$ cat src/hw/rtl/trace_packet_parser_assert.svh
// assertion macros for the trace packet parser
`ifndef TRACE_PACKET_PARSER_ASSERT_SVH
`define TRACE_PACKET_PARSER_ASSERT_SVH

// checked on every clock edge outside reset
`define TPP_ASSERT(name, prop, msg) \
  name: assert property (@(posedge clk_i) disable iff (!rst_ni) prop) else $error(msg);

// checked on every clock edge, reset included
`define TPP_ASSERT_ALWAYS(name, prop, msg) \
  name: assert property (@(posedge clk_i) prop) else $error(msg);

`endif

$ cat src/hw/rtl/tpp_pkg.sv
// types, byte codes and helpers for the trace packet parser
package tpp_pkg;

  parameter int unsigned SignBitsDefault = 48;

  typedef enum logic [2:0] {
    PH_TOP  = 3'd0,
    PH_EXT  = 3'd1,
    PH_SYNC = 3'd2,
    PH_SKIP = 3'd3,
    PH_ADDR = 3'd4
  } phase_e;

  typedef enum logic [2:0] {
    EV_TNT  = 3'd0,
    EV_TIP  = 3'd1,
    EV_PGE  = 3'd2,
    EV_PGD  = 3'd3,
    EV_FUP  = 3'd4,
    EV_HEND = 3'd5,
    EV_STOP = 3'd6,
    EV_ERR  = 3'd7
  } event_e;

  // whole-byte codes
  localparam logic [7:0] BytePad    = 8'h00;
  localparam logic [7:0] ByteExt    = 8'h02;
  localparam logic [7:0] ByteMode   = 8'h99;
  localparam logic [7:0] ByteStop   = 8'h55;
  localparam logic [7:0] ByteSyncHi = 8'h82;
  localparam logic [7:0] ByteRate   = 8'h03;
  localparam logic [7:0] ByteHend   = 8'h23;
  localparam logic [7:0] ByteVmcs   = 8'hC8;

  // low five bits of address packet headers
  localparam logic [4:0] HdrFup = 5'b11101;
  localparam logic [4:0] HdrPge = 5'b10001;
  localparam logic [4:0] HdrPgd = 5'b00001;
  localparam logic [4:0] HdrTip = 5'b01101;

  // compression codes
  localparam logic [2:0] CmpNone  = 3'd0;
  localparam logic [2:0] Cmp16    = 3'd1;
  localparam logic [2:0] Cmp32    = 3'd2;
  localparam logic [2:0] CmpSext  = 3'd3;
  localparam logic [2:0] Cmp48    = 3'd4;
  localparam logic [2:0] CmpRsvdA = 3'd5;
  localparam logic [2:0] CmpFull  = 3'd6;
  localparam logic [2:0] CmpRsvdB = 3'd7;

  localparam logic [3:0] SyncLen = 4'd14;
  localparam logic [3:0] RateLen = 4'd2;
  localparam logic [3:0] VmcsLen = 4'd5;
  localparam logic [3:0] ModeLen = 4'd1;

  localparam logic [63:0] Low48Mask = 64'hFFFF_FFFF_FFFF;

  function automatic logic [3:0] payload_len(input logic [2:0] code);
    logic [3:0] len;
    unique case (code)
      Cmp16:   len = 4'd2;
      Cmp32:   len = 4'd4;
      CmpSext: len = 4'd6;
      Cmp48:   len = 4'd6;
      CmpFull: len = 4'd8;
      default: len = 4'd0;
    endcase
    return len;
  endfunction

endpackage

$ cat src/hw/rtl/trace_packet_parser.sv
// Trace packet parser: one trace byte per word in, at most one event word out.
// Input channel: trace_byte_i with trace_byte_valid_i / trace_byte_ready_o.
// Output channel: event_res_o, branch_bits_o, branch_count_o, target_address_o
// with result_valid_o / result_ready_i.
// Each accepted byte is decoded in the cycle it is taken, against the parse
// state, and any event it produces lands in the output register at that edge,
// so an event is visible in the cycle after its last byte is accepted.
// Throughput is one byte per cycle while the output is not held by a stalled receiver;
// the only loop is the parse state update. When the receiver stalls, the output register
// holds its event and no byte is taken: trace_byte_ready_o is low while the output is
// full and result_ready_i is low, so every byte waits for the held word to leave,
// and input resumes in the cycle the receiver raises result_ready_i.
// Reset puts the parser at the top level outside any sync header, with the
// last address at zero and the output empty.
// Errors are reported as an event; parsing restarts at the top level with
// the next byte and the last address is kept.
module trace_packet_parser #(
  parameter int unsigned SIGN_BITS = tpp_pkg::SignBitsDefault
) (
  input  logic        clk_i,
  input  logic        rst_ni,
  input  logic        trace_byte_valid_i,
  output logic        trace_byte_ready_o,
  input  logic [7:0]  trace_byte_i,
  output logic        result_valid_o,
  input  logic        result_ready_i,
  output logic [2:0]  event_res_o,
  output logic [5:0]  branch_bits_o,
  output logic [2:0]  branch_count_o,
  output logic [63:0] target_address_o
);

  `include "trace_packet_parser_assert.svh"

  localparam logic [63:0] HiMask = ~64'h0 << SIGN_BITS;

  tpp_pkg::phase_e phase_q, phase_d;
  logic [3:0]      bytes_left_q, bytes_left_d;
  tpp_pkg::event_e packet_type_q, packet_type_d;
  logic [2:0]      code_q, code_d;
  logic [63:0]     accum_q, accum_d;
  logic [63:0]     last_addr_q, last_addr_d;
  logic            in_sync_q, in_sync_d;

  logic            out_valid_q, out_valid_d;
  tpp_pkg::event_e out_event_q;
  logic [5:0]      out_bits_q;
  logic [2:0]      out_count_q;
  logic [63:0]     out_addr_q;

  logic            res_valid;
  tpp_pkg::event_e res_event;
  logic [5:0]      res_bits;
  logic [2:0]      res_count;
  logic [63:0]     res_addr;

  logic            accept;
  logic [4:0]      low5;
  logic [2:0]      hdr_code;
  logic            hdr_bad;
  logic [3:0]      hdr_len;
  logic            hdr_addr;
  tpp_pkg::event_e hdr_event;
  logic [2:0]      tnt_count;
  logic [5:0]      tnt_bits;
  logic [7:0]      sync_want;
  logic [63:0]     accum_new;
  logic [63:0]     payload;
  logic [63:0]     payload48;
  logic [63:0]     addr_sext;
  logic [63:0]     addr_rebuilt;
  logic            last_byte;

  assign trace_byte_ready_o = !out_valid_q || result_ready_i;
  assign accept = trace_byte_valid_i && trace_byte_ready_o;

  assign low5     = trace_byte_i[4:0];
  assign hdr_code = trace_byte_i[7:5];
  assign hdr_bad  = (hdr_code == tpp_pkg::CmpRsvdA) || (hdr_code == tpp_pkg::CmpRsvdB);
  assign hdr_len  = tpp_pkg::payload_len(hdr_code);

  // fup is legal inside a sync header, the other address packets are not
  always_comb begin
    hdr_addr  = 1'b1;
    hdr_event = tpp_pkg::EV_FUP;
    if (low5 == tpp_pkg::HdrFup) begin
      hdr_event = tpp_pkg::EV_FUP;
    end else if (!in_sync_q && low5 == tpp_pkg::HdrPge) begin
      hdr_event = tpp_pkg::EV_PGE;
    end else if (!in_sync_q && low5 == tpp_pkg::HdrPgd) begin
      hdr_event = tpp_pkg::EV_PGD;
    end else if (!in_sync_q && low5 == tpp_pkg::HdrTip) begin
      hdr_event = tpp_pkg::EV_TIP;
    end else begin
      hdr_addr = 1'b0;
    end
  end

  // short tnt: highest set bit above bit 1 marks the end of the branch bits
  always_comb begin
    tnt_count = 3'd0;
    for (int i = 2; i < 8; i++) begin
      if (trace_byte_i[i]) begin
        tnt_count = 3'(i - 1);
      end
    end
  end
  assign tnt_bits = trace_byte_i[6:1] & 6'((7'd1 << tnt_count) - 7'd1);

  assign sync_want = bytes_left_q[0] ? tpp_pkg::ByteSyncHi : tpp_pkg::ByteExt;

  // payload is little endian: each byte enters at the top
  assign accum_new = {trace_byte_i, accum_q[63:8]};
  assign last_byte = (bytes_left_q <= 4'd1);

  always_comb begin
    case (tpp_pkg::payload_len(code_q))
      4'd2:    payload = {48'h0, accum_new[63:48]};
      4'd4:    payload = {32'h0, accum_new[63:32]};
      4'd6:    payload = {16'h0, accum_new[63:16]};
      default: payload = accum_new;
    endcase
  end

  assign payload48 = payload & tpp_pkg::Low48Mask;
  assign addr_sext = payload48[SIGN_BITS-1] ? (payload48 | HiMask) : (payload48 & ~HiMask);

  always_comb begin
    case (code_q)
      tpp_pkg::Cmp16:   addr_rebuilt = {last_addr_q[63:16], payload[15:0]};
      tpp_pkg::Cmp32:   addr_rebuilt = {last_addr_q[63:32], payload[31:0]};
      tpp_pkg::CmpSext: addr_rebuilt = addr_sext;
      tpp_pkg::Cmp48:   addr_rebuilt = {last_addr_q[63:48], payload[47:0]};
      tpp_pkg::CmpFull: addr_rebuilt = payload;
      default:          addr_rebuilt = last_addr_q;
    endcase
  end

  // next parse state
  always_comb begin
    phase_d       = phase_q;
    bytes_left_d  = bytes_left_q;
    packet_type_d = packet_type_q;
    code_d        = code_q;
    accum_d       = accum_q;
    last_addr_d   = last_addr_q;
    in_sync_d     = in_sync_q;
    if (accept) begin
      unique case (phase_q)
        tpp_pkg::PH_EXT: begin
          phase_d = tpp_pkg::PH_TOP;
          if (trace_byte_i == tpp_pkg::ByteRate) begin
            bytes_left_d = tpp_pkg::RateLen;
            phase_d      = tpp_pkg::PH_SKIP;
          end else if (in_sync_q && trace_byte_i == tpp_pkg::ByteHend) begin
            in_sync_d = 1'b0;
          end else if (in_sync_q && trace_byte_i == tpp_pkg::ByteVmcs) begin
            bytes_left_d = tpp_pkg::VmcsLen;
            phase_d      = tpp_pkg::PH_SKIP;
          end else if (!in_sync_q && trace_byte_i == tpp_pkg::ByteSyncHi) begin
            bytes_left_d = tpp_pkg::SyncLen;
            phase_d      = tpp_pkg::PH_SYNC;
          end else begin
            bytes_left_d = 4'd0;
            in_sync_d    = 1'b0;
          end
        end
        tpp_pkg::PH_SYNC: begin
          if (trace_byte_i != sync_want || bytes_left_q == 4'd0) begin
            phase_d      = tpp_pkg::PH_TOP;
            bytes_left_d = 4'd0;
            in_sync_d    = 1'b0;
          end else begin
            bytes_left_d = bytes_left_q - 4'd1;
            if (bytes_left_q == 4'd1) begin
              phase_d   = tpp_pkg::PH_TOP;
              in_sync_d = 1'b1;
            end
          end
        end
        tpp_pkg::PH_SKIP: begin
          if (bytes_left_q != 4'd0) begin
            bytes_left_d = bytes_left_q - 4'd1;
          end
          if (last_byte) begin
            phase_d = tpp_pkg::PH_TOP;
          end
        end
        tpp_pkg::PH_ADDR: begin
          accum_d = accum_new;
          if (bytes_left_q != 4'd0) begin
            bytes_left_d = bytes_left_q - 4'd1;
          end
          if (last_byte) begin
            phase_d     = tpp_pkg::PH_TOP;
            last_addr_d = addr_rebuilt;
          end
        end
        default: begin
          phase_d = tpp_pkg::PH_TOP;
          if (trace_byte_i == tpp_pkg::BytePad) begin
            phase_d = tpp_pkg::PH_TOP;
          end else if (trace_byte_i == tpp_pkg::ByteExt) begin
            phase_d = tpp_pkg::PH_EXT;
          end else if (trace_byte_i == tpp_pkg::ByteMode) begin
            bytes_left_d = tpp_pkg::ModeLen;
            phase_d      = tpp_pkg::PH_SKIP;
          end else if (hdr_addr && !hdr_bad) begin
            packet_type_d = hdr_event;
            code_d        = hdr_code;
            accum_d       = 64'h0;
            if (hdr_len != 4'd0) begin
              bytes_left_d = hdr_len;
              phase_d      = tpp_pkg::PH_ADDR;
            end
          end else if (!hdr_addr && !in_sync_q &&
                       (!trace_byte_i[0] || trace_byte_i == tpp_pkg::ByteStop)) begin
            phase_d = tpp_pkg::PH_TOP;
          end else begin
            bytes_left_d = 4'd0;
            in_sync_d    = 1'b0;
          end
        end
      endcase
    end
  end

  // event produced by the current byte
  always_comb begin
    res_valid = 1'b0;
    res_event = tpp_pkg::EV_ERR;
    res_bits  = 6'd0;
    res_count = 3'd0;
    res_addr  = 64'h0;
    unique case (phase_q)
      tpp_pkg::PH_EXT: begin
        if (trace_byte_i == tpp_pkg::ByteRate) begin
          res_valid = 1'b0;
        end else if (in_sync_q && trace_byte_i == tpp_pkg::ByteHend) begin
          res_valid = 1'b1;
          res_event = tpp_pkg::EV_HEND;
        end else if (in_sync_q && trace_byte_i == tpp_pkg::ByteVmcs) begin
          res_valid = 1'b0;
        end else if (!in_sync_q && trace_byte_i == tpp_pkg::ByteSyncHi) begin
          res_valid = 1'b0;
        end else begin
          res_valid = 1'b1;
        end
      end
      tpp_pkg::PH_SYNC: begin
        res_valid = (trace_byte_i != sync_want) || (bytes_left_q == 4'd0);
      end
      tpp_pkg::PH_SKIP: begin
        res_valid = 1'b0;
      end
      tpp_pkg::PH_ADDR: begin
        if (last_byte) begin
          res_valid = 1'b1;
          res_event = packet_type_q;
          res_addr  = addr_rebuilt;
        end
      end
      default: begin
        if (trace_byte_i == tpp_pkg::BytePad || trace_byte_i == tpp_pkg::ByteExt ||
            trace_byte_i == tpp_pkg::ByteMode) begin
          res_valid = 1'b0;
        end else if (hdr_addr && !hdr_bad) begin
          if (hdr_len == 4'd0) begin
            res_valid = 1'b1;
            res_event = hdr_event;
            res_addr  = last_addr_q;
          end
        end else if (!hdr_addr && !in_sync_q && !trace_byte_i[0]) begin
          res_valid = 1'b1;
          res_event = tpp_pkg::EV_TNT;
          res_bits  = tnt_bits;
          res_count = tnt_count;
        end else if (!hdr_addr && !in_sync_q && trace_byte_i == tpp_pkg::ByteStop) begin
          res_valid = 1'b1;
          res_event = tpp_pkg::EV_STOP;
        end else begin
          res_valid = 1'b1;
        end
      end
    endcase
  end

  always_comb begin
    out_valid_d = out_valid_q;
    if (accept && res_valid) begin
      out_valid_d = 1'b1;
    end else if (result_ready_i) begin
      out_valid_d = 1'b0;
    end
  end

  always_ff @(posedge clk_i or negedge rst_ni) begin
    if (!rst_ni) begin
      phase_q       <= tpp_pkg::PH_TOP;
      bytes_left_q  <= 4'd0;
      packet_type_q <= tpp_pkg::EV_TNT;
      code_q        <= tpp_pkg::CmpNone;
      accum_q       <= 64'h0;
      last_addr_q   <= 64'h0;
      in_sync_q     <= 1'b0;
      out_valid_q   <= 1'b0;
    end else begin
      phase_q       <= phase_d;
      bytes_left_q  <= bytes_left_d;
      packet_type_q <= packet_type_d;
      code_q        <= code_d;
      accum_q       <= accum_d;
      last_addr_q   <= last_addr_d;
      in_sync_q     <= in_sync_d;
      out_valid_q   <= out_valid_d;
    end
  end

  always_ff @(posedge clk_i) begin
    if (accept && res_valid) begin
      out_event_q <= res_event;
      out_bits_q  <= res_bits;
      out_count_q <= res_count;
      out_addr_q  <= res_addr;
    end
  end

  assign result_valid_o   = out_valid_q;
  assign event_res_o      = out_event_q;
  assign branch_bits_o    = out_bits_q;
  assign branch_count_o   = out_count_q;
  assign target_address_o = out_addr_q;

  `TPP_ASSERT(a_sync_run_state,
    phase_q == tpp_pkg::PH_SYNC |-> bytes_left_q != 4'd0 && !in_sync_q,
    "sync run state broken")
  `TPP_ASSERT(a_addr_state,
    phase_q == tpp_pkg::PH_ADDR |-> bytes_left_q != 4'd0 &&
      code_q != tpp_pkg::CmpNone && code_q != tpp_pkg::CmpRsvdA &&
      code_q != tpp_pkg::CmpRsvdB,
    "address packet state broken")
  `TPP_ASSERT(a_tnt_count,
    result_valid_o && event_res_o == tpp_pkg::EV_TNT |-> branch_count_o >= 3'd1 &&
      branch_count_o <= 3'd6 && target_address_o == 64'h0,
    "tnt event malformed")
  `TPP_ASSERT_ALWAYS(a_no_bits,
    result_valid_o && event_res_o != tpp_pkg::EV_TNT |-> branch_bits_o == 6'd0 &&
      branch_count_o == 3'd0,
    "branch bits on a non-tnt event")

endmodule

$ cat config.mk
export PLATFORM = sky130hd
export DESIGN_NAME = trace_packet_parser
export DESIGN_NICKNAME = d
export VERILOG_FILES = /design/src/hw/rtl/tpp_pkg.sv /design/src/hw/rtl/trace_packet_parser.sv
export VERILOG_INCLUDE_DIRS = /design/src /design/src/hw/rtl
export SDC_FILE = /design/constraint.sdc
export NUM_CORES = 1
export LEC_CHECK = 0
export ABC_AREA = 1
export BUFFER_PORTS_ARGS = -buffer_cell sky130_fd_sc_hd__buf_2
export CORE_MARGIN = 3
export CORE_UTILIZATION = 60
export CTS_CLUSTER_SIZE = 8
export DETAILED_ROUTE_END_ITERATION = 10
export MAX_ROUTING_LAYER = met4
export PLACE_DENSITY = 0.78
export SLEW_MARGIN = 20
export SYNTH_ARGS = -nofsm -noshare
export SYNTH_HDL_FRONTEND = slang
export SYNTH_SLANG_ARGS = --single-unit
$ cat constraint.sdc
create_clock -name clk_i -period 5.85 [get_ports clk_i]
set_input_delay 0.8775 -clock clk_i [delete_from_list [all_inputs] [get_ports clk_i]]
set_output_delay 0.8775 -clock clk_i [all_outputs]
set_load 0.005 [all_outputs]
# ---- After elaboration in Yosys (flattened, before gate mapping)
# Index checks and enable logic that the tools add are counted.
dict set report op_classes {
  addsub 2
  multipliers 0
  div_mod_pow 0
  magnitude_cmp 1
  eq_ne 51
  shift 1
  muxes 88
  bitwise 8
  n_reduce_logical 44
}
# op n
set op_table {}
lappend op_table {{$mux W64} 9}
lappend op_table {{$pmux W64 S5} 1}
lappend op_table {{$pmux W64 S2} 2}
lappend op_table {{$pmux W64 S3} 1}
lappend op_table {{$mux W3} 22}
lappend op_table {{$mux W4} 12}
lappend op_table {{$pmux W4 S4} 2}
lappend op_table {{$mux W1} 27}
lappend op_table {{$eq A8 B8 Y1 const B} 3}
lappend op_table {{$eq A3 B3 Y1 const B} 7}
lappend op_table {{$eq A3 B2 Y1 const B} 6}
lappend op_table {{$pmux W3 S3} 2}
lappend op_table {{$eq A8 B2 Y1 const B} 2}
lappend op_table {{$ne A3 B1 Y1 const B} 5}
lappend op_table {{$logic_and A1 B1 Y1} 13}
lappend op_table {{$mux W2} 6}
lappend op_table {{$ne A3 B3 Y1 const B} 4}
lappend op_table {{$pmux W4 S3} 1}
lappend op_table {{$reduce_and A6 Y1} 2}
lappend op_table {{$reduce_and A11 Y1} 1}
lappend op_table {{$eq A5 B5 Y1 const B} 2}
lappend op_table {{$ne A2 B1 Y1 const B} 5}
lappend op_table {{$eq A3 B1 Y1 const B} 3}
lappend op_table {{$eq A4 B3 Y1 const B} 2}
lappend op_table {{32 further kinds} 55}
dict set report totals {
  ff_bits 219
  latchBits 0
  ramBits 0
  romBits 0
  in_bits 12
  out_inout_bits 78
  n_memories 0
}

# ---- Depth between registers and ports, before layout
# Gate-level depths: netlist of the first run.
dict set report logic_depth {
  word_depth 15
  depth_mapped 13
}

# ---- Worst setup path after synthesis of the first run
# Ideal clock, no wire load.
dict set report synth_timing {
  path_kind {input-to-reg}
  start {in trace_byte_i[6]}
  end {reg out_bits_q[0] (netlist: branch_bits_o[0]) (enable)}
  setup_ps 430
  arrival_time_ps 3285
  t_required_ps 5420
  slack_ps 2135
  stages 11
  path_buffers 1
  path_cell_list {buf_2 > inv_1 > nand2_1 > inv_1 > nand2_1 > nor2_1 > nor2_1 > nand2_1 > nand2_1 > nand3_1 > inv_1}
}
dict set report synth_via {
  elab_chain_cells 9
  word_cells_on_any_way 36
  cone_classes {eq/ne (14); mux (9); reduce/logical (13)}
}
# item line
set synth_lines {}
lappend synth_lines {{start, declared} trace_packet_parser.sv:24} ;# input logic [7:0] trace_byte_i,
lappend synth_lines {{$eq A3 B3 Y1 or $eq A3 B2 Y1 (tied branches)} tpp_pkg.sv:60} ;# unique case (code)
lappend synth_lines {{$reduce_or A2 Y1 (no line)} --}
lappend synth_lines {{$pmux W4 S4} tpp_pkg.sv:60}
lappend synth_lines {{$logic_not A4 Y1} trace_packet_parser.sv:268} ;# if (hdr_len == 4'd0) begin
lappend synth_lines {{$mux W1} trace_packet_parser.sv:268}
lappend synth_lines {{$mux W1} trace_packet_parser.sv:267} ;# end else if (hdr_addr && !hdr_bad) begin
lappend synth_lines {{$mux W1} trace_packet_parser.sv:264} ;# if (trace_byte_i == tpp_pkg::BytePad || trace_byte_i == tpp_pkg::ByteExt ||
lappend synth_lines {{$pmux W1 S4 (*)} trace_packet_parser.sv:235} ;# unique case (phase_q)
lappend synth_lines {{$logic_and A1 B1 Y1 (*)} trace_packet_parser.sv:320} ;# if (accept && res_valid) begin
lappend synth_lines {{end signal, assigned} trace_packet_parser.sv:322} ;# out_bits_q <= res_bits;
lappend synth_lines {{end, declared} trace_packet_parser.sv:47} ;# logic [5:0] out_bits_q;
# Mark *: on every way between the ends. The rest lies on a longest branch, timed or not.
# A chain may end at the register's enable or synchronous reset.

# ---- Final worst setup path of the first run
dict set report layout_timing {
  start {reg bytes_left_q[0]}
  end {reg out_bits_q[4] (netlist: branch_bits_o[4]) (enable)}
}
dict set report layout_via {
  elab_chain_cells 5
  word_cells_on_any_way 8
  cone_classes {order compare (1); eq/ne (1); mux (3); reduce/logical (3)}
}
# item line
set layout_lines {}
lappend layout_lines {{start, declared} trace_packet_parser.sv:38} ;# logic [3:0] bytes_left_q, bytes_left_d;
lappend layout_lines {{start signal, assigned} trace_packet_parser.sv:309} ;# bytes_left_q <= bytes_left_d;
lappend layout_lines {{parallel branches: the longest is 3 deep, another holds $le A4 B1 Y1} --}
lappend layout_lines {{$pmux W1 S4 (*)} trace_packet_parser.sv:235}
lappend layout_lines {{$logic_and A1 B1 Y1 (*)} trace_packet_parser.sv:320}
# Every way passes the cells marked *.

==> results of run 1 <==
-- kinds of logic after synthesis --
family          Yosys count  synth area share
fa+ha+maj                 4           0.00454
compound gates          230             0.123
buf+inv                 169            0.0673
flops                   211             0.513
simple gates            764             0.290
xor+xnor                  2           0.00159
-- critical path: stages, from the launching register on --
cell and delay [ps]:
dfrtp_1 430, inv_1 160, ha_1 200, o21ai_1 180
nor2_4 690, nor2_1 80, nand3_1 110, nand3_1 140
inv_2 640, buf_4 590
-- routing by layer --
metal / part of all wire / wire length (um) / track usage / vias up
li1: - / - / - / 4658
met1: 0.43 / 13300 / 0.463 / 4657
met2: 0.45 / 13800 / 0.467 / 554
met3: 0.087 / 2650 / 0.0371 / 66
met4: 0.027 / 825 / 0.0914 / 0
met5: 0 / 0 / - / -
-- path summary, 6_finish.rpt --
path	from	cells past startpoint	slack, ps	end
setup / recovery	bytes_left_q[0]	9	2250	branch_bits_o[4]
hold / removal	rst_ni	1	450	last_addr_q[58]
setup reg to reg	bytes_left_q[0]	9	2250	branch_bits_o[4]
hold reg to reg	accum_q[9]	2	480	accum_q[9]
max in group asynchronous	rst_ni	2	4380	last_addr_q[14]
min in group clk_i	accum_q[9]	2	480	accum_q[9]
-- layout make-up --
class	count	area [sq um]	area share
tap	225	282	0.0228
inverter	100	378	0.0306
clock buffer	50	826	0.0670
clock inverter	2	23.8	0.00193
timing repair buffer	97	512	0.0415
multi-input combinational	1000	4650	0.377
sequential	211	5660	0.459
-- placed cells by master, fill, tap and decap left out, drive strengths merged, types with 4 or more instances in the layout --
master	count
clkbuf	50
nor3	6
a21oi	80
o21ai	85
buf	97
ha	4
nand4	8
inv	98
o22ai	15
or2	15
nand3	102
dfrtp	135
edfxtp	76
nand2	544
o31ai	42
nor2	85
-- power groups by stage --
stage	combinational (mW)	sequential, mW	clock, mW
after floorplan	1.15	2.03	0
after global placement	1.57	2.05	0
after detailed placement	1.61	2.07	0
after CTS	1.63	2.05	1.58
after global routing	1.84	2.08	1.66
final	1.67	2.05	1.57
-- synthesized netlist by cell type --
cell type and instances:
nand2_1 524, o21ai_0 77, o31ai_2 10, nor3_2 1, nand3_2 1, dfrtp_1 135
a21o_1 1, and3_1 1, o21bai_4 1, xor2_1 2, buf_2 27, inv_2 14
inv_1 83, or2_2 10, o211ai_1 3, nor3_1 5, nor2_4 5, clkinv_1 2
nand2_4 2, edfxtp_1 76, a31oi_1 2, buf_1 1, nand4_1 8, nand3_1 101
or2_1 5, o31ai_1 32, inv_4 1, o21ai_1 6, clkbuf_1 28, buf_6 4
nand3b_1 3, o21ai_2 2, o22ai_1 15, a21oi_1 80, buf_8 1, buf_4 8
a211oi_1 1, nor2_1 73, ha_1 4, nand2_2 18, nor2_2 7
-- flip-flops by register name, indices dropped and copies added, names as in the netlist --
| name | count |
|---|---|
| result_valid_o | 1 |
| branch_count_o | 3 |
| phase_q | 3 |
| accum_q | 56 |
| bytes_left_q | 4 |
| target_address_o | 64 |
| code_q | 3 |
| packet_type_q | 3 |
| event_res_o | 3 |
| branch_bits_o | 6 |
| last_addr_q | 64 |
| in_sync_q | 1 |
==> flow_summary_export.csv, run 1 <==
group,metric,value,unit
status,status,"complete, no violations",
floorplan,initial_utilization,0.625,
timing,finalWorstSetupSlack,2250,ps
routing,antenna_left,0,
timing,worst_hold_slack,453,ps
synthesis,synth_area_leaders,"dfrtp_1 31%, edfxtp_1 21%, nand2_1 18%, nand3_1 4.6%, a21oi_1 3.6%",
clock_network,cts_max_level,1,
critical_path,required,6030,ps
critical_path,cp-end-kind,"flip-flop",
floorplan,row_count,48,
critical_path,path_max_fanout,42,
final_layout,drive_above_1_share,0.139,
worst_hold_path,hold_class,"in -> async",
clock_network,cts_resized,0,
power_and_ir_drop,seqPwrFrac,0.388,
global_routing,gr-usage-all-layers,0.315,
final_layout,fin_nets,1456,
timing,final-setup-viol-count,0,
power_and_ir_drop,clkPwrFrac,0.297,
global_routing,globalRoute.totalOverflow,0,
final_layout,utilization,0.698,
timing,fin_crit,3600,ps
synthesis,yosysWarnings,0,
place,place_congestion,0.946,
flow_run,maxCapViolations,0,
final_layout,syn2layout_area_growth,11.8,%
global_routing,grt_max_degree,113,
floorplan,dieArea,20000,sq um
critical_path,critPathKind,"reg -> reg",
clock_network,clock_path_buffers,3,
routing,drt_iter0_markers,1500,
timing,finalMaxSlewViolations,0,
power_and_ir_drop,irDropWorstVdd,0.000340,V
clock_network,post-cts-setup-buffer-count,0,
critical_path,start_kind,"flip-flop",
clock_network,cts_buffers,30,
timing,finalCritPeriodShare,0.615,
synthesis,yosysTopAreaCell,"dfrtp_1",
timing,rsz0062_at_grt,"no",
routing,wl_per_cell,18.1,um
final_layout,antenna_cells,0,
timing,fin_worst_skew,14.4,ps
floorplan,dieHeight,142,um
synthesis,syn_inst,1380,
critical_path,critPathArrivalTime,3780,ps
synthesis,syn_area,11000,sq um
power_and_ir_drop,p_sw_frac,0.384,
timing,finalSetupTns,0,ps
floorplan,die-width,142,um
routing,routed_wl,30500,um
routing,drc,0,
timing,clock.fmax,0.278,GHz
final_layout,num-fill-cells,1433,
place,placed_area,11500,sq um
power_and_ir_drop,internal_power,3.26,mW
place,port_buffers,89,
global_routing,grt_pass1_vias,9236,
final_layout,final_area,12300,sq um
power_and_ir_drop,p_switching,2.03,mW
timing,finalHoldViolCount,0,
clock_network,clk_pin_slew,50,ps
routing,dr.pass1.iters,6,
routing,vias_per_cell,5.90,
clock_network,hold_buffers,0,
place,hpwl,20100,um
floorplan,io_pins,90,
power_and_ir_drop,total_power,5.30,mW
routing,via_count,9935,
global_routing,antenna_found_initial,0,
place,dp.cells,1633,
global_routing,grt_pass1_wl,49300,um
synthesis,ys_types,41,
clock_network,cts_tree,"done",
synthesis,ys_seq_area_frac,0.513,
power_and_ir_drop,combPwrFrac,0.315,
synthesis,synth_top_area_frac,0.306,
clock_network,clk_latency,550,ps
timing,relSlewSlack,0.336,
synthesis,syn_area_per_cell,7.99,sq um
clock_network,cts.sinks,211,
floorplan,core_area,17700,sq um
power_and_ir_drop,power.density,430,nW/um^2
synthesis,syn-num-nets,1396,
place,post-place-ws,2090,ps
power_and_ir_drop,p_leak,5.85,nW
clock_network,cts_root_buf,"clkbuf_16",
timing,tightest_slew,996,ps
synthesis,yosys_register_bits,211,
final_layout,stdcell_count,1685,
No activity file was read; power rests on OpenSTA's default activity.
==> run 2: changes to the inputs <==
--- a/config.mk
+++ b/config.mk
@@ -9,11 +9,11 @@
 export ABC_AREA = 1
 export BUFFER_PORTS_ARGS = -buffer_cell sky130_fd_sc_hd__buf_2
 export CORE_MARGIN = 3
-export CORE_UTILIZATION = 60
+export CORE_UTILIZATION = 55
 export CTS_CLUSTER_SIZE = 8
 export DETAILED_ROUTE_END_ITERATION = 10
 export MAX_ROUTING_LAYER = met4
-export PLACE_DENSITY = 0.78
+export PLACE_DENSITY = 0.75
 export SLEW_MARGIN = 20
 export SYNTH_ARGS = -nofsm -noshare
 export SYNTH_HDL_FRONTEND = slang
==> constraint.sdc (replaced) <==
create_clock -name clk_i -period 3.3 [get_ports clk_i]
set_input_delay 0.495 -clock clk_i [delete_from_list [all_inputs] [get_ports clk_i]]
set_output_delay 0.495 -clock clk_i [all_outputs]
set_load 0.005 [all_outputs]
==> run 2 against run 1 <==
The flow now finishes with violations (hold timing). Critical path depth rose by 1. Routed wire length fell by 4.0%. Clock power rose by 78%. Global-route usage fell by 3.6 points. Core utilization fell by 6.1 points. Register-to-register slack got worse by 1800 ps. Sequential cell count did not move.
==> flow_summary_export.csv, run 2 (synthesis gave the netlist of run 1 again) <==
group,metric,value,unit
status,status,"finished, violations left",
status,failed_checks,"hold timing",
clock_network,clk_latency,540,ps
final_layout,antenna_cells,0,
final_layout,syn2layout_area_growth,13.3,%
timing,fin_crit,2870,ps
floorplan,core_area,19600,sq um
timing,final-setup-viol-count,0,
routing,antenna_left,0,
critical_path,critPathKind,"reg -> reg",
critical_path,r2r_slack,430,ps
final_layout,final_area,12500,sq um
critical_path,path_max_fanout,52,
critical_path,cp_num_cells,10,
timing,fin_worst_skew,13.2,ps
place,post-place-ws,477,ps
timing,finalCritPeriodShare,0.870,
global_routing,globalRoute.totalOverflow,0,
critical_path,reg2regPathDepth,10,
timing,finalMaxSlewViolations,0,
critical_path,slowest_stage,"buf_4",
place,hpwl,19700,um
timing,clock.fmax,0.348,GHz
timing,tightest_slew,1030,ps
critical_path,r2r-start,"bytes_left_q[0]",
routing,dr.pass1.iters,6,
global_routing,gr-usage-all-layers,0.279,
global_routing,antenna_found_initial,0,
place,placed_area,11600,sq um
critical_path,critPathArrivalTime,3030,ps
timing,finalSetupTns,0,ps
final_layout,layout_common_cells,"524 x nand2_1, 135 x dfrtp_1, 101 x nand3_1, 88 x buf_2, 82 x inv_1",
timing,rsz0062_at_grt,"no",
clock_network,post-cts-setup-buffer-count,0,
final_layout,num-fill-cells,1713,
critical_path,start_kind,"flip-flop",
critical_path,endpoint,"target_address_o[31]",
clock_network,cts_max_level,1,
floorplan,row_count,51,
global_routing,grt_max_degree,79,
global_routing,grt_pass1_wl,48100,um
power_and_ir_drop,power.density,752,nW/um^2
floorplan,dieHeight,148,um
timing,finalWorstSetupSlack,429,ps
power_and_ir_drop,irDropWorstVdd,0.000412,V
critical_path,cp-end-kind,"flip-flop",
clock_network,clock_path_buffers,3,
worst_hold_path,hold_class,"in -> async",
critical_path,cp_num_buf_inv,4,
routing,drt_iter0_markers,841,
power_and_ir_drop,p_leak,5.94,nW
power_and_ir_drop,total_power,9.40,mW
global_routing,grt_pass1_vias,9223,
floorplan,io_pins,90,
critical_path,r2r_end,"target_address_o[31]",
critical_path,cp-startpoint,"bytes_left_q[0]",
final_layout,final_common_cell,"nand2_1",
floorplan,dieArea,21800,sq um
critical_path,cp_top_family,"buffers and inverters",
place,place_congestion,0.968,
critical_path,path_cells,"inv_1, ha_1, o21ai_1, nor2_4, buf_4, nor2_1, nand3_1, nand3_1, clkinvlp_4, buf_4",
routing,vias_per_cell,5.59,
clock_network,cts_resized,0,
floorplan,initial_utilization,0.563,
routing,via_count,9674,
timing,worst_hold_slack,-10.1,ps
floorplan,die-width,148,um
routing,drc,0,
final_layout,fin_nets,1467,
routing,wl_per_cell,16.9,um
critical_path,required,3460,ps
routing,routed_wl,29300,um
critical_path,max_stage_delay,490,ps
timing,relSlewSlack,0.313,
timing,finalHoldViolCount,3,
place,port_buffers,89,
clock_network,clk_pin_slew,50,ps
flow_run,maxCapViolations,0,
clock_network,cts_root_buf,"clkbuf_16",
clock_network,hold_buffers,0,
clock_network,cts_buffers,30,
final_layout,drive_above_1_share,0.146,
clock_network,cts.sinks,211,
clock_network,cts_tree,"done",
## run 2: worst min path at each step
| stage | start | endpoint | slack [ps] |
|---|---|---|---|
| floorplan | rst_ni | accum_q[10] | 200 |
| global placement | accum_q[14] | accum_q[14] | 470 |
| detailed placement | accum_q[11] | accum_q[11] | 470 |
| CTS | rst_ni | last_addr_q[53] | 20 |
| global route | rst_ni | last_addr_q[53] | 30 |
| finish | rst_ni | last_addr_q[53] | -10 |
## run 2: layer usage
layer  global-route usage  wire [um]  up-vias
met2                0.424      13300      362
met5                    -          0        -
met4               0.0853        854        0
li1                     -          -     4673
met3               0.0448       2050       65
met1                0.390      13100     4574
## run 2: final cells by class
type | count | area [sq um] | area share
Sequential cell | 211 | 5660 | 0.453
Tap cell | 265 | 332 | 0.0265
Timing Repair Buffer | 108 | 619 | 0.0496
Clock buffer | 48 | 861 | 0.0689
Inverter | 100 | 382 | 0.0305
Multi-Input combinational cell | 1000 | 4640 | 0.371
## run 2: metrics by stage
stage | cells | hold slack (ps) | util
5_1_grt | 1732 | 29.9 | 0.638
6_report | 1732 | -10.1 | 0.638
3_5_place_dp | 1684 | 471 | 0.594
3_3_place_gp | 1684 | 466 | 0.594
4_1_cts | 1732 | 15.9 | 0.638
2_1_floorplan | 1380 | 199 | -
## run 2: worst reg2reg max path, delay by kind of cell (launching register included)
kind / cells / cell delay (ps)
buffers and inverters: 4 / 1080
AND/OR/NAND/NOR: 4 / 510
flip-flops: 1 / 430
adder cells (fa/ha/maj): 1 / 210
AO/OA/AOI/OAI: 1 / 200
## run 2: report_power, final
part | internal (mW) | switching [mW]
Sequential | 3.29 | 0.334
Combinational | 0.873 | 2.10
Clock | 1.75 | 1.06
